[src/rtl/hcb_pkg.sv]
// Shared types, constants and arithmetic helpers for the heat colorize and blend block.
`default_nettype none

package hcb_pkg;

  localparam int HEAT_FRAC_BITS = 16;
  localparam int HEAT_W         = HEAT_FRAC_BITS + 1;
  localparam int HEAT_ONE_INT   = 1 << HEAT_FRAC_BITS;
  localparam logic [HEAT_W-1:0] HEAT_ONE    = HEAT_W'(HEAT_ONE_INT);
  localparam logic [HEAT_W-1:0] HEAT_HALF   = HEAT_W'(HEAT_ONE_INT / 2);
  localparam logic [HEAT_W-1:0] HEAT_THRESH = HEAT_W'((HEAT_ONE_INT + 9999) / 10000);

  localparam int COLOR_W    = 24;
  localparam int CFG_IDX_W  = 2;
  localparam int CFG_DATA_W = (HEAT_W > COLOR_W) ? HEAT_W : COLOR_W;

  localparam logic [HEAT_W-1:0]  MAXT_RESET      = HEAT_W'(29491);
  localparam logic [COLOR_W-1:0] LOW_COLOR_RESET  = 24'hAAFFFF;
  localparam logic [COLOR_W-1:0] HIGH_COLOR_RESET = 24'h00FFFF;

  typedef enum logic [CFG_IDX_W-1:0] {
    REG_MAX_TRANSPARENCY = 2'd0,
    REG_LOW_HEAT_COLOR   = 2'd1,
    REG_HIGH_HEAT_COLOR  = 2'd2
  } cfg_reg_t;

  // pipeline stages, accept to output register
  localparam int STG_MIX    = 0;
  localparam int STG_SECTOR = 1;
  localparam int STG_PROD   = 2;
  localparam int STG_QT     = 3;
  localparam int STG_RECIP  = 4;
  localparam int STG_SELECT = 5;
  localparam int STG_BLEND  = 6;
  localparam int NSTAGE     = 7;

  localparam int MIX_W = HEAT_W + 9;

  localparam logic [7:0]  FULL      = 8'd255;
  localparam logic [15:0] FULL_SQ   = 16'd65025;
  localparam logic [16:0] HALF_FULL = 17'd127;
  localparam logic [24:0] HALF_SQ   = 25'd32512;
  // x/255 ~ (x*257)>>16, x/65025 ~ (x*258)>>24, both low by at most one
  localparam logic [8:0]  RECIP_FULL    = 9'd257;
  localparam logic [8:0]  RECIP_FULL_SQ = 9'd258;

  typedef enum logic [2:0] {
    SEC_0 = 3'd0,
    SEC_1 = 3'd1,
    SEC_2 = 3'd2,
    SEC_3 = 3'd3,
    SEC_4 = 3'd4,
    SEC_5 = 3'd5
  } sector_t;

  typedef struct packed {
    logic [7:0] blue;
    logic [7:0] green;
    logic [7:0] red;
  } bgr_t;

  typedef struct packed {
    logic [7:0] hue;
    logic [7:0] sat;
    logic [7:0] val;
  } hsv_t;

  typedef struct packed {
    bgr_t              pix;
    logic [HEAT_W-1:0] weight;
    logic              tint;
  } side_t;

  typedef struct packed {
    logic [NSTAGE-1:0] en;
    logic [NSTAGE-1:0] valid;
  } pipe_ctl_t;

  function automatic logic [7:0] mix_round(input logic [7:0] a, input logic [7:0] b,
                                           input logic [HEAT_W-1:0] w);
    logic [MIX_W-1:0] acc;
    logic [MIX_W-1:0] q;
    acc = MIX_W'(HEAT_ONE - w) * MIX_W'(a) + MIX_W'(w) * MIX_W'(b) + MIX_W'(HEAT_HALF);
    q = acc >> HEAT_FRAC_BITS;
    return (q > MIX_W'(FULL)) ? FULL : q[7:0];
  endfunction

endpackage

`default_nettype wire

[src/rtl/hcb_pipe_ctrl.sv]
// Stage valid bits and per-stage load enables with bubble collapsing.
`default_nettype none

module hcb_pipe_ctrl import hcb_pkg::*; (
  input  logic      clk,
  input  logic      rst,
  input  logic      in_valid,
  input  logic      out_ready,
  output logic      in_ready,
  output pipe_ctl_t ctl
);

  logic [NSTAGE-1:0] valid;
  logic [NSTAGE-1:0] valid_next;
  logic [NSTAGE-1:0] en;

  always_comb begin
    en[NSTAGE-1] = !valid[NSTAGE-1] || out_ready;
    for (int k = NSTAGE - 2; k >= 0; k--) begin
      en[k] = !valid[k] || en[k+1];
    end
    for (int k = 0; k < NSTAGE; k++) begin
      if (en[k]) begin
        valid_next[k] = (k == 0) ? in_valid : valid[(k == 0) ? 0 : k - 1];
      end else begin
        valid_next[k] = valid[k];
      end
    end
  end

  always_ff @(posedge clk) begin
    if (rst) begin
      valid <= '0;
    end else begin
      valid <= valid_next;
    end
  end

  assign in_ready = en[0];
  assign ctl      = '{en: en, valid: valid};

endmodule

`default_nettype wire

[config.mk]
export PLATFORM = sky130hd
export DESIGN_NAME = hcb_pipe_ctrl
export DESIGN_NICKNAME = d
export VERILOG_FILES = /design/src/rtl/hcb_pkg.sv /design/src/rtl/hcb_pipe_ctrl.sv
export SDC_FILE = /design/constraint.sdc
export NUM_CORES = 1
export LEC_CHECK = 0
export BUFFER_PORTS_ARGS = -buffer_cell sky130_fd_sc_hd__buf_2
export CAP_MARGIN = 10
export CORE_AREA = 2 2 39 41
export CTS_CLUSTER_DIAMETER = 40
export DETAILED_ROUTE_END_ITERATION = 16
export DIE_AREA = 0 0 41 43
export PLACE_DENSITY = 0.45
export SYNTH_ARGS = -nofsm -noshare
export SYNTH_HDL_FRONTEND = slang
export SYNTH_SLANG_ARGS = --single-unit
export TNS_END_PERCENT = 50
[constraint.sdc]
create_clock -name clk -period 1 [get_ports clk]
set_clock_uncertainty 0.1 [all_clocks]
set_input_delay 0.1 -clock clk [delete_from_list [all_inputs] [get_ports clk]]
set_output_delay 0.1 -clock clk [all_outputs]
set_load 0.02 [all_outputs]
==> summary.txt <==
hpwl dp - 560 um
Final Max Slew Viols - 0
R2R Path Start - valid[4]$_SDFFE_PP0P_
CTS root buf - clkbuf_4
Worst EP arrival - 1170 ps
Final setup violation count - 20
Top reg by flops - valid
Critical Path Stages - 4
core footprint - 1380 sq um
R2R depth - 6
R2R Setup Slk - -330 ps
syn_nets - 37
fin crit share - 1.37
Max VDD drop - 569 uV
maxcap violations - 0
Crit Path Max Fanout - 7
fin nets - 73
Critical Path RT - 800 ps
WS Path Type - flip-flop to output port
Clock Latency Late Sink - 250 ps
worst rel slew slack - 0.890
post-layout minimum cycle time - 1370 ps
outcome - complete, but fails checks
pwr/cell area - 892 nW/um^2
dominant cell type by area after synthesis - dfxtp_1
Via Count - 359
worst slew pin tran - 166 ps
area delta synth->final - 127%
Yosys top cell area share - 0.473
pin count of the biggest net entering global routing - 8
critical path capture point type - output port
cell area after synthesis - 297 sq um
DR vias/cell - 4.27
routed len/inst - 10.8 um
worst setup margin - -374 ps
Area contributors post-synth - dfxtp_1 47%, nor2_1 7.6%, nand4_4 7.2%
total grt overflow - 0
n_diodes - 0
Routability Congestion - 0.713
slowest CP cell - dfxtp_4
Largest regs - valid: 7 flops
fraction of layout cells with a size suffix above 1 - 0.691
worst min path class - primary input to flip-flop
GRT Util Overall - 0.124
worst path bufs/invs - 2
Die Area - 1760 sq um
crit-path cells - and4b_1 > buf_12 > nand4_4 > buf_6
DIE WIDTH - 41 um
DRT antenna net count - 0
initial antenna violation count - 0
CP delay by family, top - flip-flops
Fillers - 130
CTS tree - built
# H-tree levels - 1
most frequent cells in the layout - 16 x buf_6, 7 x buf_2, 7 x buf_4, 6 x nor2_1, 5 x inv_1
wirelength, routed - 907 um
max incr delay on CP - 340 ps
Worst Setup SP - valid[4]$_SDFFE_PP0P_
first-pass GRT wire length - 1420 um
fin area - 674 sq um
Finished Layout Cells - 84
Startpoint Class - flip-flop
clock buffer count from CTS - 3
Clock Path Buffers - 2
Warnings, synthesis - 0
row cnt - 14
Hold Vio Cnt, Final - 0
syn_area_per_cell - 8.99 sq um
Netlist cell types - 13
DRC Markers - 0
Hold EP - valid[6]$_SDFFE_PP0P_
unrepaired setup endpoints after global routing - yes
commonest non-fill, non-tap cell in the layout - buf_6
TritonRoute pass-1 iters - 3
vias in the first global route - 326
IO Port Bufs - 18
reg2reg end - valid[1]$_SDFFE_PP0P_
TritonCTS Sinks - 7
hold_ws - 77.5 ps
clock slew at reported path FFs - 50 ps
sequential share of the synthesized area - 0.473
failing checks - setup timing
Pleak - 0.320 nW
Ports - 19
drt first-iter violations - 3
max reg flops - 7
hold path startpoint - out_ready
Area after DPL - 493 sq um
Placed Instances - 73
Hold Path Depth - 4
Util after Layout - 0.487
Mapped Cells - 33
Die Height - 43 um
Max Clock Freq - 728 MHz
post-synthesis register bit count - 7
initial core utilization - 0.214
## tightest hold or removal path, stage by stage
cell and delay (ps):
buf_2 100, nor2b_2 50, nor2_1 90, nor2_1 40
## synth_stat cells
master	instances
nand2_1	3
inv_1	5
buf_4	1
nor2_1	6
buf_6	1
nand3_2	1
dfxtp_1	7
a21oi_1	4
a21oi_2	1
nand4_4	1
nor2b_1	1
and4_1	1
and4b_1	1
## repair_timing
item                                   4_1_cts  5_1_grt
setup buffers                                3        2
setup endpoints to repair                   20       21
pin swaps                                    3        2
hold buffers                                 2        0
resized for setup                           27        3
endpoints found under the hold margin        3        0
## metrics by stage
step | setup WS [ps] | total power, mW | setup TNS [ps]
after floorplan | -150 | 0.305 | -739
after global placement | -138 | 0.333 | -1040
after global routing | -417 | 0.634 | -4440
after detailed placement | -141 | 0.333 | -1120
after CTS | -396 | 0.613 | -3790
final | -374 | 0.601 | -3580
## how the worst max path moves through the flow
stage                  end  slack (ps)
floorplan           ctl[7]        -150
global placement    ctl[8]        -140
detailed placement  ctl[8]        -140
CTS                 ctl[8]        -400
global route        ctl[8]        -420
finish              ctl[8]        -370
## layer usage
layer / track usage / wire, um / vias to the layer above
met5: 0 / 0 / -
met2: 0.203 / 498 / 15
met1: 0.141 / 339 / 165
li1: - / - / 179
met3: 0.0314 / 69 / 0
met4: 0.0600 / 0 / 0
## cells by family after synthesis
| logic type | count (synthesis) | synth area share |
|---|---|---|
| flip-flops | 7 | 0.473 |
| AO/OA/AOI/OAI | 5 | 0.0971 |
| AND/OR/NAND/NOR | 14 | 0.304 |
| buffers and inverters | 7 | 0.127 |
## power by group
group,internal [mW],switching (mW),total (mW)
sequential,0.277,0.00400,0.281
clock,0.152,0.103,0.256
combinational,0.0336,0.0317,0.0653
total,0.462,0.139,0.601
## cell type report
| type | count | area [sq um] | area share |
|---|---|---|---|
| timing repair buffer | 33 | 308 | 0.456 |
| sequential | 7 | 158 | 0.234 |
| multi-input combinational | 19 | 144 | 0.213 |
| clock buffer | 4 | 26.3 | 0.0390 |
| tap | 16 | 20.0 | 0.0297 |
| inverter | 5 | 18.8 | 0.0278 |
Power figures use the tool's default switching activity.
