[src/rtl/hcb_pkg.sv]
// Shared types, constants and arithmetic helpers for the heat colorize and blend block.
`default_nettype none

package hcb_pkg;

  localparam int HEAT_FRAC_BITS = 16;
  localparam int HEAT_W         = HEAT_FRAC_BITS + 1;
  localparam int HEAT_ONE_INT   = 1 << HEAT_FRAC_BITS;
  localparam logic [HEAT_W-1:0] HEAT_ONE    = HEAT_W'(HEAT_ONE_INT);
  localparam logic [HEAT_W-1:0] HEAT_HALF   = HEAT_W'(HEAT_ONE_INT / 2);
  localparam logic [HEAT_W-1:0] HEAT_THRESH = HEAT_W'((HEAT_ONE_INT + 9999) / 10000);

  localparam int COLOR_W    = 24;
  localparam int CFG_IDX_W  = 2;
  localparam int CFG_DATA_W = (HEAT_W > COLOR_W) ? HEAT_W : COLOR_W;

  localparam logic [HEAT_W-1:0]  MAXT_RESET      = HEAT_W'(29491);
  localparam logic [COLOR_W-1:0] LOW_COLOR_RESET  = 24'hAAFFFF;
  localparam logic [COLOR_W-1:0] HIGH_COLOR_RESET = 24'h00FFFF;

  typedef enum logic [CFG_IDX_W-1:0] {
    REG_MAX_TRANSPARENCY = 2'd0,
    REG_LOW_HEAT_COLOR   = 2'd1,
    REG_HIGH_HEAT_COLOR  = 2'd2
  } cfg_reg_t;

  // pipeline stages, accept to output register
  localparam int STG_MIX    = 0;
  localparam int STG_SECTOR = 1;
  localparam int STG_PROD   = 2;
  localparam int STG_QT     = 3;
  localparam int STG_RECIP  = 4;
  localparam int STG_SELECT = 5;
  localparam int STG_BLEND  = 6;
  localparam int NSTAGE     = 7;

  localparam int MIX_W = HEAT_W + 9;

  localparam logic [7:0]  FULL      = 8'd255;
  localparam logic [15:0] FULL_SQ   = 16'd65025;
  localparam logic [16:0] HALF_FULL = 17'd127;
  localparam logic [24:0] HALF_SQ   = 25'd32512;
  // x/255 ~ (x*257)>>16, x/65025 ~ (x*258)>>24, both low by at most one
  localparam logic [8:0]  RECIP_FULL    = 9'd257;
  localparam logic [8:0]  RECIP_FULL_SQ = 9'd258;

  typedef enum logic [2:0] {
    SEC_0 = 3'd0,
    SEC_1 = 3'd1,
    SEC_2 = 3'd2,
    SEC_3 = 3'd3,
    SEC_4 = 3'd4,
    SEC_5 = 3'd5
  } sector_t;

  typedef struct packed {
    logic [7:0] blue;
    logic [7:0] green;
    logic [7:0] red;
  } bgr_t;

  typedef struct packed {
    logic [7:0] hue;
    logic [7:0] sat;
    logic [7:0] val;
  } hsv_t;

  typedef struct packed {
    bgr_t              pix;
    logic [HEAT_W-1:0] weight;
    logic              tint;
  } side_t;

  typedef struct packed {
    logic [NSTAGE-1:0] en;
    logic [NSTAGE-1:0] valid;
  } pipe_ctl_t;

  function automatic logic [7:0] mix_round(input logic [7:0] a, input logic [7:0] b,
                                           input logic [HEAT_W-1:0] w);
    logic [MIX_W-1:0] acc;
    logic [MIX_W-1:0] q;
    acc = MIX_W'(HEAT_ONE - w) * MIX_W'(a) + MIX_W'(w) * MIX_W'(b) + MIX_W'(HEAT_HALF);
    q = acc >> HEAT_FRAC_BITS;
    return (q > MIX_W'(FULL)) ? FULL : q[7:0];
  endfunction

endpackage

`default_nettype wire

[src/rtl/hcb_blend.sv]
// Weighted blend of the heat color over the pixel, or pass-through, into the output register.
`default_nettype none

module hcb_blend import hcb_pkg::*; (
  input  logic      clk,
  input  pipe_ctl_t ctl,
  input  bgr_t      color,
  input  side_t     side,
  output bgr_t      res_pix,
  output logic      res_tint
);

  bgr_t mixed;

  always_comb begin
    if (side.tint) begin
      mixed.blue  = mix_round(side.pix.blue, color.blue, side.weight);
      mixed.green = mix_round(side.pix.green, color.green, side.weight);
      mixed.red   = mix_round(side.pix.red, color.red, side.weight);
    end else begin
      mixed = side.pix;
    end
  end

  always_ff @(posedge clk) begin
    if (ctl.en[STG_BLEND]) begin
      res_pix  <= mixed;
      res_tint <= side.tint;
    end
  end

endmodule

`default_nettype wire

[config.mk]
export PLATFORM = sky130hd
export DESIGN_NAME = hcb_blend
export DESIGN_NICKNAME = d
export VERILOG_FILES = /design/src/rtl/hcb_pkg.sv /design/src/rtl/hcb_blend.sv
export SDC_FILE = /design/constraint.sdc
export NUM_CORES = 2
export LEC_CHECK = 0
export BUFFER_PORTS_ARGS = -buffer_cell sky130_fd_sc_hd__buf_4
export CORE_ASPECT_RATIO = 0.8
export CORE_MARGIN = 2
export CORE_UTILIZATION = 55
export CTS_CLUSTER_SIZE = 12
export DETAILED_ROUTE_END_ITERATION = 6
export PLACE_DENSITY = 0.73
export SLEW_MARGIN = 10
export SYNTH_ARGS = -nofsm -noshare
export SYNTH_HDL_FRONTEND = slang
export SYNTH_SLANG_ARGS = --single-unit
export TNS_END_PERCENT = 10
[constraint.sdc]
create_clock -name clk -period 13.1 [get_ports clk]
set_input_delay 1.31 -clock clk [delete_from_list [all_inputs] [get_ports clk]]
set_output_delay 1.31 -clock clk [all_outputs]
set_load 0.02 [all_outputs]
==> summary.md <==
For the overall fraction of global-route tracks in use, the log shows 0.253. The logs give 0 for the count of warnings emitted by yosys and 0 for the final-report setup violation count. The area of the die is 56,000 um^2. Summing over every cut layer, the via total after detailed routing is 20,800. For the final routed database, the setup TNS stands at 0 ns. The run gives 113,000 um as the global-route wire length before repair.

In this run, the number of DRC markers left after iteration 0 of detailed routing was 1,369. For the pin with the worst max-slew slack, the measured transition is 1.16 ns. Fill cells in the final layout number 4,818.

For the finished layout, the period the worst path requires is 9.59 ns. The detailed-route DRC error count is 0, and the maximum fanout encountered on the critical timing path is 26. The synthesis-to-layout area growth was 4.52%. The share of synthesized flip-flops with an asynchronous set or reset is 0. Wires add up to 65,200 um. Counting every net in the synthesized netlist gives 4,429. The flow ran to the end, and the final reports show no timing, DRC or antenna violations.

Counting every instance in the synthesized netlist gives 3,354. The die is 264 um wide. TritonCTS built the clock tree. Global routing met2 resource utilization: 0.404. The tools report the area of the mapped netlist as 29,800 um^2. By area the synthesized netlist is led by sky130_fd_sc_hd__fa_1 (49%), sky130_fd_sc_hd__inv_1 (13%), sky130_fd_sc_hd__and2_1 (11%), sky130_fd_sc_hd__ha_1 (11%), sky130_fd_sc_hd__nand2_1 (4.4%). The longest clock path from root to sink contains 2 buffers. Clock-pin slew was measured on the worst setup and hold paths at 0.08 ns. End point of the critical path: res_pix[20]. Setup repair after global routing left no endpoint under its margin. The most instantiated flip-flop cell in the synthesis netlist was sky130_fd_sc_hd__edfxtp_1. The worst endpoint required time is 13.25 ns, and the part of the cycle the worst path needs is 0.732.

Average cell area after synthesis: 8.88 um^2. The logs give 53,600 um^2 for the core area and 52,300 um for the half-perimeter wire length after detailed placement. The quantity of gates resized following cts is 0, and the via count of the first global-routing pass is 21,900. The area share of the largest cell type after synthesis works out to 0.495. The run gives 0.384 as the global routing met1 resource utilization.

Startpoint type of the worst setup path: an input port. The critical path is of the input port to flop type. For the worst setup path, the data arrival time is 9.74 ns.

For the global routing usage on met3, the log shows 0.0232. The tightest min-delay check is of the input port to flop type. In this run, post-CTS hold repair placed 0 buffers.

Global routing finished with a remaining overflow of 0. The initial core utilization is 0.555. The maximum clock frequency is 0.104 GHz.

The routability congestion estimate from global placement is 0.878. Entering global routing, the biggest net connects 48 pins. The number of antenna violations at the first check in global routing was 2.

In the final design database the tool counted 4,391 nets. Of all cell types, the one taking the most synthesized area is sky130_fd_sc_hd__fa_1. The tree built by TritonCTS fans out to 25 sinks. The number of buffers created by CTS was 3. The tools report the maximum level of the CTS H-tree as 1.

The count of port buffers added during placement was 92. In the post-synthesis netlist, the cell with the most instances is sky130_fd_sc_hd__inv_1. The placed instances occupy a cell area of 31,000 um^2. The number of ports placed on the die boundary came out at 106. The relative slew slack was 0.218. The number of antenna-violating nets in the routed design was 0; the vertical die dimension was 212 um. The post-detailed-route wirelength per cell works out to 16.2 um.

Share of cells above drive strength 1: 0.0422. The tools report the summed area of non-filler cells in the final layout as 31,100 um^2. The number of different library cells used by synthesis comes to 56.

Busiest metal layer after global routing: met2. The clock tree root driver cell was sky130_fd_sc_hd__clkbuf_16. The worst setup path is captured at a flop. For the share of the yosys chip area belonging to registers, the log shows 0.0252. The number of enable flip-flop cells after synthesis was 25. The run gives 0 as the final-report hold violation count. For the detailed-router iteration count before antenna repair, the log shows 5.

The first element of the critical path was side[6]. After synthesis, the most frequently instantiated cells are sky130_fd_sc_hd__inv_1 (1,001), sky130_fd_sc_hd__fa_1 (736), sky130_fd_sc_hd__and2_1 (516). The total setup buffers inserted after CTS was 0. After synthesis the netlist holds a flip-flop and latch count of 25.

The tools report the max-slew violation total from the final report as 0. Max-cap violations in this run came to 0. Using the TritonRoute via totals, the vias-per-cell ratio works out to 5.17. Row generation in the floorplan step produced 76 rows.
cell families after synthesis:
kind of cell / after synthesis / share of synthesized area
buffers and inverters: 1148 / 0.145
adder cells (fa/ha/maj): 994 / 0.603
AND/OR/NAND/NOR: 982 / 0.174
AO/OA/AOI/OAI: 141 / 0.0317
XOR/XNOR: 64 / 0.0204
flip-flops: 25 / 0.0252
placed cells by master, fill, tap and decap left out, drive strengths merged, types with 8 or more instances in the layout:
cell and n:
a31oi 13, o21ai 21, xor2 16, nand2 350
ha 258, nand3 13, nor4 9, o32a 8
nor2 38, and3 8, a21o 13, and2 516
buf 104, fa 736, nand4 8, o21a 10
a21oi 44, xnor2 46, edfxtp 25, inv 1002
nor3 14
how the worst min path moves through the flow:
stage / from / end / slack (ns) / depth (start not counted)
floorplan: side[0] / res_tint / 1.41 / 0
finish: ctl[13] / res_pix[23] / 1.48 / 1
global placement: res_pix[14] / res_pix[14] / 1.74 / 1
detailed placement: res_pix[17] / res_pix[17] / 1.74 / 1
global route: ctl[13] / res_pix[23] / 1.49 / 1
CTS: ctl[13] / res_pix[23] / 1.48 / 1
state kept, by name, indices dropped and copies added, names as in the netlist:
name,flops
res_pix,24
res_tint,1
critical path, cell delays in order:
cell,delay (ns)
sky130_fd_sc_hd__buf_4,0.23
sky130_fd_sc_hd__or4_4,0.62
sky130_fd_sc_hd__nor4_4,0.19
sky130_fd_sc_hd__nand3b_2,0.22
sky130_fd_sc_hd__or4_4,0.50
sky130_fd_sc_hd__xnor2_4,0.74
sky130_fd_sc_hd__nand2_1,0.20
sky130_fd_sc_hd__fa_1,0.54
sky130_fd_sc_hd__fa_1,0.52
sky130_fd_sc_hd__fa_1,0.52
sky130_fd_sc_hd__inv_1,0.05
sky130_fd_sc_hd__fa_1,0.50
sky130_fd_sc_hd__fa_1,0.49
sky130_fd_sc_hd__inv_1,0.05
sky130_fd_sc_hd__fa_1,0.47
sky130_fd_sc_hd__inv_1,0.04
sky130_fd_sc_hd__ha_1,0.34
sky130_fd_sc_hd__a211oi_1,0.24
sky130_fd_sc_hd__nor2_1,0.12
sky130_fd_sc_hd__a2111oi_2,0.35
sky130_fd_sc_hd__nor3_1,0.15
sky130_fd_sc_hd__a221oi_2,0.40
sky130_fd_sc_hd__a31oi_1,0.15
sky130_fd_sc_hd__xor2_1,0.51
sky130_fd_sc_hd__o32a_1,0.27
metrics by stage:
stage	utilization	worst slack [ns]	hold WS, ns	instances
after detailed placement	0.579	3.24	1.74	4013
after global routing	0.580	3.07	1.49	4019
final	0.580	3.51	1.48	4019
after global placement	0.579	3.40	1.74	4013
after floorplan	-	4.41	1.41	3354
after CTS	0.580	3.54	1.48	4017
layer usage:
| metal | vias to the layer above | part of all wire |
|---|---|---|
| met5 | - | 0 |
| met3 | 61 | 0.067 |
| li1 | 9463 | - |
| met1 | 10600 | 0.46 |
| met2 | 627 | 0.46 |
| met4 | 0 | 0.015 |
area by class of cell:
class                           count  area, um^2  share of cell area
Tap cell                          702         878              0.0282
Clock inverter                      1        8.76            0.000281
Multi-Input combinational cell   2181       24900               0.799
Sequential cell                    25         751              0.0241
Antenna cell                        2        5.00            0.000161
Inverter                         1001        3760               0.121
Clock buffer                        3        75.1             0.00241
Timing Repair Buffer              104         781              0.0251
Power is left out: the tool's default activity adds up to more than one toggle a clock period on the data nets, which glitch-free logic cannot reach.
