===== config.mk =====
export PLATFORM = sky130hd
export DESIGN_NAME = hcb_mix
export DESIGN_NICKNAME = d
export VERILOG_FILES = /design/src/rtl/hcb_pkg.sv /design/src/rtl/hcb_mix.sv
export SDC_FILE = /design/constraint.sdc
export NUM_CORES = 2
export LEC_CHECK = 0
export BUFFER_PORTS_ARGS = -buffer_cell sky130_fd_sc_hd__buf_4
export CAP_MARGIN = 40
export CELL_PAD_IN_SITES_DETAIL_PLACEMENT = 1
export CELL_PAD_IN_SITES_GLOBAL_PLACEMENT = 1
export CORE_MARGIN = 2
export CORE_UTILIZATION = 39
export DETAILED_ROUTE_END_ITERATION = 8
export PLACE_DENSITY_LB_ADDON = 0.1
export REMOVE_ABC_BUFFERS = 1
export SYNTH_ARGS = -nofsm -noshare
export SYNTH_HDL_FRONTEND = slang
export SYNTH_SLANG_ARGS = --single-unit

===== constraint.sdc =====
create_clock -name clk -period 10 [get_ports clk]
set_clock_uncertainty 0.15 [all_clocks]
set_input_delay 0 -clock clk [delete_from_list [all_inputs] [get_ports clk]]
set_output_delay 0 -clock clk [all_outputs]
set_load 0.005 [all_outputs]

===== src/rtl/hcb_pkg.sv =====
// Shared types, constants and arithmetic helpers for the heat colorize and blend block.
`default_nettype none

package hcb_pkg;

  localparam int HEAT_FRAC_BITS = 16;
  localparam int HEAT_W         = HEAT_FRAC_BITS + 1;
  localparam int HEAT_ONE_INT   = 1 << HEAT_FRAC_BITS;
  localparam logic [HEAT_W-1:0] HEAT_ONE    = HEAT_W'(HEAT_ONE_INT);
  localparam logic [HEAT_W-1:0] HEAT_HALF   = HEAT_W'(HEAT_ONE_INT / 2);
  localparam logic [HEAT_W-1:0] HEAT_THRESH = HEAT_W'((HEAT_ONE_INT + 9999) / 10000);

  localparam int COLOR_W    = 24;
  localparam int CFG_IDX_W  = 2;
  localparam int CFG_DATA_W = (HEAT_W > COLOR_W) ? HEAT_W : COLOR_W;

  localparam logic [HEAT_W-1:0]  MAXT_RESET      = HEAT_W'(29491);
  localparam logic [COLOR_W-1:0] LOW_COLOR_RESET  = 24'hAAFFFF;
  localparam logic [COLOR_W-1:0] HIGH_COLOR_RESET = 24'h00FFFF;

  typedef enum logic [CFG_IDX_W-1:0] {
    REG_MAX_TRANSPARENCY = 2'd0,
    REG_LOW_HEAT_COLOR   = 2'd1,
    REG_HIGH_HEAT_COLOR  = 2'd2
  } cfg_reg_t;

  // pipeline stages, accept to output register
  localparam int STG_MIX    = 0;
  localparam int STG_SECTOR = 1;
  localparam int STG_PROD   = 2;
  localparam int STG_QT     = 3;
  localparam int STG_RECIP  = 4;
  localparam int STG_SELECT = 5;
  localparam int STG_BLEND  = 6;
  localparam int NSTAGE     = 7;

  localparam int MIX_W = HEAT_W + 9;

  localparam logic [7:0]  FULL      = 8'd255;
  localparam logic [15:0] FULL_SQ   = 16'd65025;
  localparam logic [16:0] HALF_FULL = 17'd127;
  localparam logic [24:0] HALF_SQ   = 25'd32512;
  // x/255 ~ (x*257)>>16, x/65025 ~ (x*258)>>24, both low by at most one
  localparam logic [8:0]  RECIP_FULL    = 9'd257;
  localparam logic [8:0]  RECIP_FULL_SQ = 9'd258;

  typedef enum logic [2:0] {
    SEC_0 = 3'd0,
    SEC_1 = 3'd1,
    SEC_2 = 3'd2,
    SEC_3 = 3'd3,
    SEC_4 = 3'd4,
    SEC_5 = 3'd5
  } sector_t;

  typedef struct packed {
    logic [7:0] blue;
    logic [7:0] green;
    logic [7:0] red;
  } bgr_t;

  typedef struct packed {
    logic [7:0] hue;
    logic [7:0] sat;
    logic [7:0] val;
  } hsv_t;

  typedef struct packed {
    bgr_t              pix;
    logic [HEAT_W-1:0] weight;
    logic              tint;
  } side_t;

  typedef struct packed {
    logic [NSTAGE-1:0] en;
    logic [NSTAGE-1:0] valid;
  } pipe_ctl_t;

  function automatic logic [7:0] mix_round(input logic [7:0] a, input logic [7:0] b,
                                           input logic [HEAT_W-1:0] w);
    logic [MIX_W-1:0] acc;
    logic [MIX_W-1:0] q;
    acc = MIX_W'(HEAT_ONE - w) * MIX_W'(a) + MIX_W'(w) * MIX_W'(b) + MIX_W'(HEAT_HALF);
    q = acc >> HEAT_FRAC_BITS;
    return (q > MIX_W'(FULL)) ? FULL : q[7:0];
  endfunction

endpackage

`default_nettype wire


===== src/rtl/hcb_mix.sv =====
// Heat clamp, threshold, blend weight and HSV mix between the low and high colors.
`default_nettype none

module hcb_mix import hcb_pkg::*; (
  input  logic               clk,
  input  pipe_ctl_t          ctl,
  input  bgr_t               pix_in,
  input  logic [HEAT_W-1:0]  heat,
  input  logic [HEAT_W-1:0]  max_transparency,
  input  logic [COLOR_W-1:0] low_heat_color,
  input  logic [COLOR_W-1:0] high_heat_color,
  output hsv_t               hsv,
  output side_t              side
);

  logic [HEAT_W-1:0] heat_c;
  logic [HEAT_W-1:0] mt_c;
  logic [HEAT_W-1:0] weight;

  always_comb begin
    heat_c = (heat > HEAT_ONE) ? HEAT_ONE : heat;
    mt_c   = (max_transparency > HEAT_ONE) ? HEAT_ONE : max_transparency;
    weight = (heat_c < mt_c) ? heat_c : mt_c;
  end

  always_ff @(posedge clk) begin
    if (ctl.en[STG_MIX]) begin
      hsv.hue     <= mix_round(low_heat_color[23:16], high_heat_color[23:16], heat_c);
      hsv.sat     <= mix_round(low_heat_color[15:8], high_heat_color[15:8], heat_c);
      hsv.val     <= mix_round(low_heat_color[7:0], high_heat_color[7:0], heat_c);
      side.pix    <= pix_in;
      side.weight <= weight;
      side.tint   <= (heat_c > HEAT_THRESH);
    end
  end

endmodule

`default_nettype wire


==> results.txt <==
The run finished with clean final reports. The sequential area share after synthesis came out at 6.296%. The overflow left after global routing came out at 0. The final setup violation count is 0. By area, the combinational part of the netlist is dominated by adder cells. The largest fanout on the critical path is 63. The wire length of the first global-routing pass is 147800 µm. The adder-cell share of the synthesized area is 57.74%. Of the total synthesized cell area, the portion taken by AND, OR, NAND and NOR gates is 16.65%. The hold violation count in the final report is 0. The top cell types in the final layout, fill and taps aside, are sky130_fd_sc_hd__inv_1, sky130_fd_sc_hd__fa_1, sky130_fd_sc_hd__and2_1, sky130_fd_sc_hd__nand2_1, sky130_fd_sc_hd__ha_1. Setup repair after global routing left no endpoint under its margin. The starting density of the core is 39.27%. The transition time of the tightest slew-check pin came out at 0.9188 ns. The combined global-route utilization of all metal layers came out at 23.25%. The number of antenna violations at the first check in global routing came out at 3.

The via density per instance came out at 4.893. The mux contribution to synthesized area is 0.5406%. TritonCTS created 9 clock buffers. The area of the core came out at 80160 µm². The number of search-and-repair iterations in the first detailed-routing pass is 5. Detailed routing inserted a total of 22.81k vias. The minimum clock period came out at 9.088 ns. The register bit total from synthesis is 66.

The max-capacitance violation count is 0. The worst hold path belongs to the class in -> reg. The count of pins on the block boundary came out at 187. The full die area is 83000 µm².

The first routing iteration left 884 violations. The buffer and inverter count on the worst path is 7. The largest individual stage delay along the critical path comes from the cell sky130_fd_sc_hd__fa_1. The synthesized netlist devotes 2.878% of its cell area to compound gates.

The achievable frequency is 110.0 MHz. The final antenna-violating net count came out at 0. The via count of the first global-routing pass came out at 26.52k. Counting every sink on the clock net gives 66.

The warning count from the yosys run is 0. In this run the clock root is driven by a sky130_fd_sc_hd__clkbuf_16. The instance count of the mapped netlist came out at 3408.

During placement, the flow inserted port buffers numbering 173. The clock-pin slew reported for the worst setup and hold paths after clock tree synthesis is 0.07 ns. By instance count, the cell type seen most on the critical path is sky130_fd_sc_hd__fa_1. In this run the deepest clock path goes through 2 buffers.

The layout cell share with drive strength beyond 1 came out at 8.060%. The wire length per cell is 19.49 µm. TritonCTS built the clock tree. The mapped netlist covers 31480 µm². The relative area change from synthesis to final layout is 11.02%. Data on the critical path is required at its endpoint by 9.96 ns. The congestion estimate from routability-driven global placement came to 0.8159. The total number of nets in the final design is 4725.

The routed design has 90840 µm of wire. The width of the die is 288.1 µm. The H-tree was split into 3 levels.

The critical path's largest stage delay is 0.62 ns. The worst endpoint data arrival time came out at 9.05 ns. The worst setup path is launched from an input pin.

The number of enable flip-flop cells after synthesis is 66. The maximum number of pins on one net before global-route repair is 64. STA classifies the critical path endpoint as a flop. The floorplan row count is 104.

The placed wire-length estimate after detailed placement is 74320 µm. The count of final max-slew check failures was 0. The synthesized netlist devotes 2.059% of its cell area to XOR and XNOR gates. The number of different library cells used by synthesis comes to 64. The synthesized area divided by synthesized cell count came out at 9.236 µm². The critical setup path kind is in -> reg. The most frequent standard cell in the layout excluding fill and tap cells is sky130_fd_sc_hd__inv_1. The fraction of registers with async set/reset is 0%. Among all flip-flop cells after synthesis, the most frequent one is sky130_fd_sc_hd__edfxtp_1. The floorplan step set the die height to 288.1 µm. The total of cells resized after clock tree synthesis is 0. The number of design rule violations left after detail routing came out at 0. Measured against its own limit, the worst slew margin works out to 38.45%. The setup TNS came out at 0 ns. The worst path uses 90.88% of the clock period. On the critical path the largest part of the delay comes from adder cells.
-- synth_stat cells (11+ instances only) --
master                       n  area (µm²)
sky130_fd_sc_hd__nor2_1     25       93.84
sky130_fd_sc_hd__clkbuf_1  120       450.4
sky130_fd_sc_hd__xor2_1     16       140.1
sky130_fd_sc_hd__a21oi_1    34       170.2
sky130_fd_sc_hd__inv_1     984        3694
sky130_fd_sc_hd__edfxtp_1   66        1982
sky130_fd_sc_hd__fa_1      736       14730
sky130_fd_sc_hd__nand2_1   352        1321
sky130_fd_sc_hd__ha_1      275        3441
sky130_fd_sc_hd__xnor2_1    45       394.1
sky130_fd_sc_hd__nand3_1    27       135.1
sky130_fd_sc_hd__nor3_1     12       60.06
sky130_fd_sc_hd__a21o_1     30       225.2
sky130_fd_sc_hd__nand4_1    11       68.82
sky130_fd_sc_hd__nor2b_1    11       68.82
sky130_fd_sc_hd__and2_1    382        2390
sky130_fd_sc_hd__and3_1    127       794.5
sky130_fd_sc_hd__mux2i_1    17       170.2
sky130_fd_sc_hd__o21ai_0    18       90.09
-- sequential cells by signal, indices dropped and copies added, names as in the netlist --
name / count
hsv: 24
side: 42
-- final timing paths --
| path | startpoint | endpoint | slack [ns] | depth (start not counted) |
|---|---|---|---|---|
| max | heat[8] | hsv[14] | 0.91 | 28 |
| min | max_transparency[3] | side[4] | 0.04 | 3 |
-- per-stage QoR --
| stage | setup WS (ns) | instances | hold WS [ns] | utilization [%] | area, µm² |
|---|---|---|---|---|---|
| 3_3_place_gp | 0.9397 | 4595 | 0.02847 | 42.58 | 34130 |
| 6_report | 0.9116 | 4661 | 0.04175 | 43.60 | 34950 |
| 2_1_floorplan | 1.233 | 3312 | -0.05113 | - | 31030 |
| 4_1_cts | 0.8978 | 4658 | 0.03354 | 43.59 | 34940 |
| 3_5_place_dp | 0.6802 | 4601 | 0.02930 | 42.70 | 34230 |
| 5_1_grt | 0.4924 | 4660 | 0.03773 | 43.59 | 34940 |
-- per-layer routing --
metal / track usage, % / vias up / wire [µm]
met3: 2.448 / 72 / 3077
met4: 5.868 / 0 / 2088
met2: 40.40 / 396 / 46010
met1: 31.00 / 12133 / 39660
li1: - / 10207 / -
met5: 0 / - / 0
-- final cells by class --
type	count	area, µm²
Multi-Input combinational cell	2256	25430
Inverter	990	3716
Clock inverter	7	76.32
Timing Repair Buffer	270	2182
Antenna cell	3	7.507
Fill cell	9372	45210
Sequential cell	66	1982
Tap cell	1060	1326
Clock buffer	9	225.2
-- timing repair --
item / CTS / global route
setup endpoints to repair: 0 / 0
buffers inserted: 0 / 0
endpoints found under the hold margin: 58 / 0
hold buffers: 41 / 0
-- cells by family (layout without fill, tap and decap cells) --
| family | after synthesis | in the layout |
|---|---|---|
| flip-flops | 66 | 66 |
| buffers and inverters | 1135 | 1276 |
| AND/OR/NAND/NOR | 980 | 980 |
| AO/OA/AOI/OAI | 129 | 129 |
| other | 2 | 54 |
| multiplexers | 17 | 17 |
| adder cells (fa/ha/maj) | 1011 | 1011 |
| XOR/XNOR | 68 | 68 |
Power is left out: the tool's default activity adds up to more than one toggle a clock period on the data nets, which glitch-free logic cannot reach.
