<file path="config.mk">
export PLATFORM = sky130hd
export DESIGN_NAME = hcb_hsv
export DESIGN_NICKNAME = d
export VERILOG_FILES = /design/src/rtl/hcb_pkg.sv /design/src/rtl/hcb_hsv.sv
export SDC_FILE = /design/constraint.sdc
export NUM_CORES = 2
export LEC_CHECK = 0
export BUFFER_PORTS_ARGS = -buffer_cell sky130_fd_sc_hd__clkbuf_2
export CAP_MARGIN = 0
export CORE_MARGIN = 3
export CORE_UTILIZATION = 45
export CTS_CLUSTER_DIAMETER = 120
export DETAILED_ROUTE_END_ITERATION = 16
export GPL_ROUTABILITY_DRIVEN = 0
export SLEW_MARGIN = 25
export SYNTH_ARGS = -nofsm -noshare
export SYNTH_HDL_FRONTEND = slang
export SYNTH_SLANG_ARGS = --single-unit
</file>
<file path="constraint.sdc">
create_clock -name clk -period 19 [get_ports clk]
set_input_delay 0.95 -clock clk [delete_from_list [all_inputs] [get_ports clk]]
set_output_delay 0.95 -clock clk [all_outputs]
set_load 0.005 [all_outputs]
</file>
<file path="src/rtl/hcb_pkg.sv">
// Shared types, constants and arithmetic helpers for the heat colorize and blend block.
`default_nettype none

package hcb_pkg;

  localparam int HEAT_FRAC_BITS = 16;
  localparam int HEAT_W         = HEAT_FRAC_BITS + 1;
  localparam int HEAT_ONE_INT   = 1 << HEAT_FRAC_BITS;
  localparam logic [HEAT_W-1:0] HEAT_ONE    = HEAT_W'(HEAT_ONE_INT);
  localparam logic [HEAT_W-1:0] HEAT_HALF   = HEAT_W'(HEAT_ONE_INT / 2);
  localparam logic [HEAT_W-1:0] HEAT_THRESH = HEAT_W'((HEAT_ONE_INT + 9999) / 10000);

  localparam int COLOR_W    = 24;
  localparam int CFG_IDX_W  = 2;
  localparam int CFG_DATA_W = (HEAT_W > COLOR_W) ? HEAT_W : COLOR_W;

  localparam logic [HEAT_W-1:0]  MAXT_RESET      = HEAT_W'(29491);
  localparam logic [COLOR_W-1:0] LOW_COLOR_RESET  = 24'hAAFFFF;
  localparam logic [COLOR_W-1:0] HIGH_COLOR_RESET = 24'h00FFFF;

  typedef enum logic [CFG_IDX_W-1:0] {
    REG_MAX_TRANSPARENCY = 2'd0,
    REG_LOW_HEAT_COLOR   = 2'd1,
    REG_HIGH_HEAT_COLOR  = 2'd2
  } cfg_reg_t;

  // pipeline stages, accept to output register
  localparam int STG_MIX    = 0;
  localparam int STG_SECTOR = 1;
  localparam int STG_PROD   = 2;
  localparam int STG_QT     = 3;
  localparam int STG_RECIP  = 4;
  localparam int STG_SELECT = 5;
  localparam int STG_BLEND  = 6;
  localparam int NSTAGE     = 7;

  localparam int MIX_W = HEAT_W + 9;

  localparam logic [7:0]  FULL      = 8'd255;
  localparam logic [15:0] FULL_SQ   = 16'd65025;
  localparam logic [16:0] HALF_FULL = 17'd127;
  localparam logic [24:0] HALF_SQ   = 25'd32512;
  // x/255 ~ (x*257)>>16, x/65025 ~ (x*258)>>24, both low by at most one
  localparam logic [8:0]  RECIP_FULL    = 9'd257;
  localparam logic [8:0]  RECIP_FULL_SQ = 9'd258;

  typedef enum logic [2:0] {
    SEC_0 = 3'd0,
    SEC_1 = 3'd1,
    SEC_2 = 3'd2,
    SEC_3 = 3'd3,
    SEC_4 = 3'd4,
    SEC_5 = 3'd5
  } sector_t;

  typedef struct packed {
    logic [7:0] blue;
    logic [7:0] green;
    logic [7:0] red;
  } bgr_t;

  typedef struct packed {
    logic [7:0] hue;
    logic [7:0] sat;
    logic [7:0] val;
  } hsv_t;

  typedef struct packed {
    bgr_t              pix;
    logic [HEAT_W-1:0] weight;
    logic              tint;
  } side_t;

  typedef struct packed {
    logic [NSTAGE-1:0] en;
    logic [NSTAGE-1:0] valid;
  } pipe_ctl_t;

  function automatic logic [7:0] mix_round(input logic [7:0] a, input logic [7:0] b,
                                           input logic [HEAT_W-1:0] w);
    logic [MIX_W-1:0] acc;
    logic [MIX_W-1:0] q;
    acc = MIX_W'(HEAT_ONE - w) * MIX_W'(a) + MIX_W'(w) * MIX_W'(b) + MIX_W'(HEAT_HALF);
    q = acc >> HEAT_FRAC_BITS;
    return (q > MIX_W'(FULL)) ? FULL : q[7:0];
  endfunction

endpackage

`default_nettype wire

</file>
<file path="src/rtl/hcb_hsv.sv">
// Six-sector HSV to BGR conversion over five stages with rounded constant divides.
`default_nettype none

module hcb_hsv import hcb_pkg::*; (
  input  logic      clk,
  input  pipe_ctl_t ctl,
  input  hsv_t      hsv_in,
  input  side_t     side_in,
  output bgr_t      color,
  output side_t     side_out
);

  // sector and remainder
  logic [10:0] h6;
  logic [2:0]  idx;
  logic [10:0] f_full;
  sector_t     sector;

  side_t       s2_side;
  hsv_t        s2_hsv;
  sector_t     s2_sector;
  logic [7:0]  s2_f;

  always_comb begin
    h6  = 11'(hsv_in.hue) * 11'd6;
    idx = 3'd0;
    for (int k = 1; k <= 6; k++) begin
      if (h6 >= 11'(255 * k)) begin
        idx = 3'(k);
      end
    end
    f_full = h6 - 11'(idx) * 11'(FULL);
    sector = (idx > 3'(SEC_5)) ? SEC_5 : sector_t'(idx);
  end

  always_ff @(posedge clk) begin
    if (ctl.en[STG_SECTOR]) begin
      s2_side   <= side_in;
      s2_hsv    <= hsv_in;
      s2_sector <= sector;
      s2_f      <= f_full[7:0];
    end
  end

  // products
  side_t       s3_side;
  logic [7:0]  s3_val;
  sector_t     s3_sector;
  logic [15:0] s3_pnum;
  logic [15:0] s3_sf;
  logic [15:0] s3_sg;

  always_ff @(posedge clk) begin
    if (ctl.en[STG_PROD]) begin
      s3_side   <= s2_side;
      s3_val    <= s2_hsv.val;
      s3_sector <= s2_sector;
      s3_pnum   <= 16'(s2_hsv.val) * 16'(FULL - s2_hsv.sat);
      s3_sf     <= 16'(s2_hsv.sat) * 16'(s2_f);
      s3_sg     <= 16'(s2_hsv.sat) * 16'(FULL - s2_f);
    end
  end

  // q and t numerators, p reciprocal
  logic [16:0] px;
  logic [24:0] pprod;

  side_t       s4_side;
  logic [7:0]  s4_val;
  sector_t     s4_sector;
  logic [16:0] s4_px;
  logic [8:0]  s4_pq0;
  logic [23:0] s4_qnum;
  logic [23:0] s4_tnum;

  always_comb begin
    px    = 17'(s3_pnum) + HALF_FULL;
    pprod = 25'(px) * 25'(RECIP_FULL);
  end

  always_ff @(posedge clk) begin
    if (ctl.en[STG_QT]) begin
      s4_side   <= s3_side;
      s4_val    <= s3_val;
      s4_sector <= s3_sector;
      s4_px     <= px;
      s4_pq0    <= pprod[24:16];
      s4_qnum   <= 24'(s3_val) * 24'(FULL_SQ - s3_sf);
      s4_tnum   <= 24'(s3_val) * 24'(FULL_SQ - s3_sg);
    end
  end

  // q and t reciprocals, p correction
  logic [24:0] qx;
  logic [24:0] tx;
  logic [33:0] qprod;
  logic [33:0] tprod;
  logic [16:0] prem;
  logic [8:0]  pfix;

  side_t       s5_side;
  logic [7:0]  s5_val;
  sector_t     s5_sector;
  logic [7:0]  s5_p;
  logic [24:0] s5_qx;
  logic [24:0] s5_tx;
  logic [8:0]  s5_qq0;
  logic [8:0]  s5_tq0;

  always_comb begin
    qx    = 25'(s4_qnum) + HALF_SQ;
    tx    = 25'(s4_tnum) + HALF_SQ;
    qprod = 34'(qx) * 34'(RECIP_FULL_SQ);
    tprod = 34'(tx) * 34'(RECIP_FULL_SQ);
    prem  = s4_px - 17'(s4_pq0) * 17'(FULL);
    pfix  = s4_pq0 + 9'(prem >= 17'(FULL));
  end

  always_ff @(posedge clk) begin
    if (ctl.en[STG_RECIP]) begin
      s5_side   <= s4_side;
      s5_val    <= s4_val;
      s5_sector <= s4_sector;
      s5_p      <= (pfix > 9'(FULL)) ? FULL : pfix[7:0];
      s5_qx     <= qx;
      s5_tx     <= tx;
      s5_qq0    <= qprod[32:24];
      s5_tq0    <= tprod[32:24];
    end
  end

  // q and t correction, sector select
  logic [24:0] qrem;
  logic [24:0] trem;
  logic [8:0]  qfix;
  logic [8:0]  tfix;
  logic [7:0]  q;
  logic [7:0]  t;
  bgr_t        sel;

  always_comb begin
    qrem = s5_qx - 25'(s5_qq0) * 25'(FULL_SQ);
    trem = s5_tx - 25'(s5_tq0) * 25'(FULL_SQ);
    qfix = s5_qq0 + 9'(qrem >= 25'(FULL_SQ));
    tfix = s5_tq0 + 9'(trem >= 25'(FULL_SQ));
    q    = (qfix > 9'(FULL)) ? FULL : qfix[7:0];
    t    = (tfix > 9'(FULL)) ? FULL : tfix[7:0];
    case (s5_sector)
      SEC_0:   sel = '{blue: s5_p,   green: t,      red: s5_val};
      SEC_1:   sel = '{blue: s5_p,   green: s5_val, red: q};
      SEC_2:   sel = '{blue: t,      green: s5_val, red: s5_p};
      SEC_3:   sel = '{blue: s5_val, green: q,      red: s5_p};
      SEC_4:   sel = '{blue: s5_val, green: s5_p,   red: t};
      default: sel = '{blue: q,      green: s5_p,   red: s5_val};
    endcase
  end

  always_ff @(posedge clk) begin
    if (ctl.en[STG_SELECT]) begin
      color    <= sel;
      side_out <= s5_side;
    end
  end

endmodule

`default_nettype wire

</file>
==> key figures <==
STA
  • Min cycle time layout: slightly below 8 ns
  • Slew Limit Fails: 0
  • Setup TNS: 0 ns
  • Timing-limited maximum frequency: 126 MHz
  • Slew Limit Headroom: 0.341
  • Final Skew: between 0.02 and 0.03 ns
  • Final period utilization: 0.417
  • Slew @ Worst Pin: 0.989 ns
  • Setup Viol. Count Final: 0
  • RSZ-0062 raised after global routing: false
  • Final hold violations: 0

CTS
  • Clock edge transition at the registers on the reported setup and hold paths: 0.06 ns
  • CTS Sinks: 492
  • TritonCTS Buffers: 53
  • Post-CTS Setup Bufs: 0
  • CTS root buffer: clkbuf_16
  • Clock Latency Late Sink: 0.63 ns
  • CTS tree: done
  • Clock Tree Buf Depth: 3
  • H-tree depth: 2
  • PostCTS Resize Cnt: 0
  • Hold Buf Count CTS: 0

Floorplanning
  • Core area: 0.0970 mm²
  • I/O pin cnt: 147
  • Die Y: 319 µm
  • Die X-Extent: 319 µm
  • Die area: 0.102 mm²
  • Starting density of the core: 0.455
  • Placement Rows: about 110

Synth
  • Netlist cell types: 72
  • Top cell type's share of synthesized area: 0.335
  • Post-Syn Area: 0.0441 mm²
  • Number of flops mapped to enable cells by yosys: ~490
  • Top FF cell, synth: edfxtp_1
  • Post-synth top area cell: edfxtp_1
  • Cells after Synth: 4,061
  • Syn Nets: 5,123
  • YS warnings: 0
  • Top-count cell post-synth: inv_1
  • Fraction of registers with async set/reset: 0
  • Synth cell count leaders: inv_1 (767), ha_1 (541), edfxtp_1 (492)
  • Sequential area share after synthesis: 0.335
  • Syn Area/Cell: 10.9 µm²
  • Synth area leaders: edfxtp_1 (33%), fa_1 (20%), ha_1 (15%)
  • Seq cells post-synth: 492

Routing
  • DR vias: 27,400
  • Routed vias/inst: approximately 5.0
  • WL per Instance: 15.4 µm
  • Drt drc: 0
  • Post-route ant nets: 0
  • DRT Pass-1 Iters: 5
  • Final wirelength: 85,100 µm
  • First DRT Iteration DRCs: 1,352

Setup path
  • Setup CP Type: register to register
  • Crit Path Max Fanout: 11
  • Type of origin of the critical path: register
  • Arr. time, crit path: between 8 and 9 ns
  • Worst Setup End Kind: register
  • Critical-path top delay cell: fa_1
  • WP data required: 19.33 ns
  • CP max stage delay: around 0.55 ns

Final layout
  • Fill count: 8,894
  • Net count, final: ~5,300
  • Synthesis-to-layout area growth: 8.90%
  • Reg area: 0.0148 mm²
  • Share of cells above drive strength 1: 0.0641
  • Antenna diode count: 0
  • Multi-input gate area: ~0.026 mm²

GRT
  • Initial antenna violation count: 0
  • First-pass GRT wire length: 144,000 µm
  • Largest net degree at the start of global routing: 73
  • Overflow after GRT: 0
  • Vias in the first global route: approximately 28,000
  • GRT Util Overall: 0.172

Place
  • PortBufs: 137
  • Dpl hpwl: approximately 66,000 µm

Min path
  • Worst hold-check path type: register to register

Outcome
  • Outcome: complete, no violations

Run
  • Maxcap violations: 0
==> per-layer routing <==
layer / global-route usage / routed length (µm) / up-vias
li1: - / - / 13600
met2: 0.287 / 40200 / 298
met4: 0.0397 / 1680 / 0
met5: 0 / 0 / -
met3: 0.0157 / 2120 / 81
met1: 0.243 / 41100 / 13400
==> placed cells by master, fill, tap and decap left out, drive strengths merged, types with 26 or more instances in the layout <==
| master | synthesis | routed |
|---|---|---|
| a21o | 41 | 41 |
| xnor2 | 156 | 156 |
| nor3 | 43 | 43 |
| a31oi | 30 | 30 |
| a211oi | 28 | 28 |
| edfxtp | 492 | 492 |
| clkbuf | 71 | 194 |
| nor2 | 129 | 129 |
| a21oi | 116 | 116 |
| buf | 1 | 26 |
| xor2 | 81 | 81 |
| nand3 | 37 | 37 |
| o21a | 27 | 27 |
| fa | 440 | 440 |
| nor2b | 133 | 133 |
| o21ai | 114 | 114 |
| nand2 | 289 | 289 |
| inv | 768 | 775 |
| and2 | 199 | 199 |
| nand2b | 79 | 79 |
| ha | 541 | 541 |
==> worst max-delay path: cells and delay by family (launching register included) <==
kind | cells | cell delay, ns
simple gates | 6 | 1.15
fa+ha+maj | 8 | 3.30
compound gates | 8 | 1.55
xor+xnor | 2 | 0.49
buf+inv | 5 | 0.58
flops | 1 | 0.53
==> state kept, by name, summed over array words and instances (netlist names), 17 cells and up <==
signal and cells:
color 24, s2_side 42, s3_side 42, s4_px 17, s4_qnum 24, s4_side 42
s4_tnum 24, s5_qx 25, s5_side 42, s5_tx 25, side_out 42
==> logic make-up after synthesis <==
kind of cell,share of synthesized area
AO/OA/AOI/OAI,0.0657
XOR/XNOR,0.0470
adder cells (fa/ha/maj),0.353
buffers and inverters,0.0715
flip-flops,0.335
multiplexers,0.00632
AND/OR/NAND/NOR,0.121
==> metrics by stage <==
stage / area [µm²] / utilization / setup WS, ns / instances / hold slack (ns)
2_1_floorplan: 44100 / - / 11.99 / 4061 / 0.400
3_3_place_gp: 46300 / 0.477 / 11.07 / 5423 / 0.400
3_5_place_dp: 46300 / 0.477 / 11.07 / 5423 / 0.405
4_1_cts: 48100 / 0.495 / 11.03 / 5521 / 0.389
5_1_grt: 48100 / 0.495 / 10.47 / 5521 / 0.393
6_report: 48100 / 0.495 / 11.08 / 5521 / 0.397
==> path summary, 6_finish.rpt <==
check,start,endpoint,slack [ns],cells past startpoint
setup / recovery,s5_qq0[5],color[1],11.08,29
hold / removal,s4_side[34],s5_side[34],0.40,0
setup reg to reg,s5_qq0[5],color[1],11.08,29
hold reg to reg,s4_side[34],s5_side[34],0.40,0
==> area by class of cell <==
class	instances	area share
multi-input cells	2729	0.545
flip-flops and latches	492	0.307
inverters	768	0.0600
well taps	1276	0.0332
clock buffers	62	0.0283
repair buffers	158	0.0177
clock inverters	36	0.00815
Power is not shown: default switching activity piles up to over one toggle a cycle in this logic, so the estimate is an artifact.
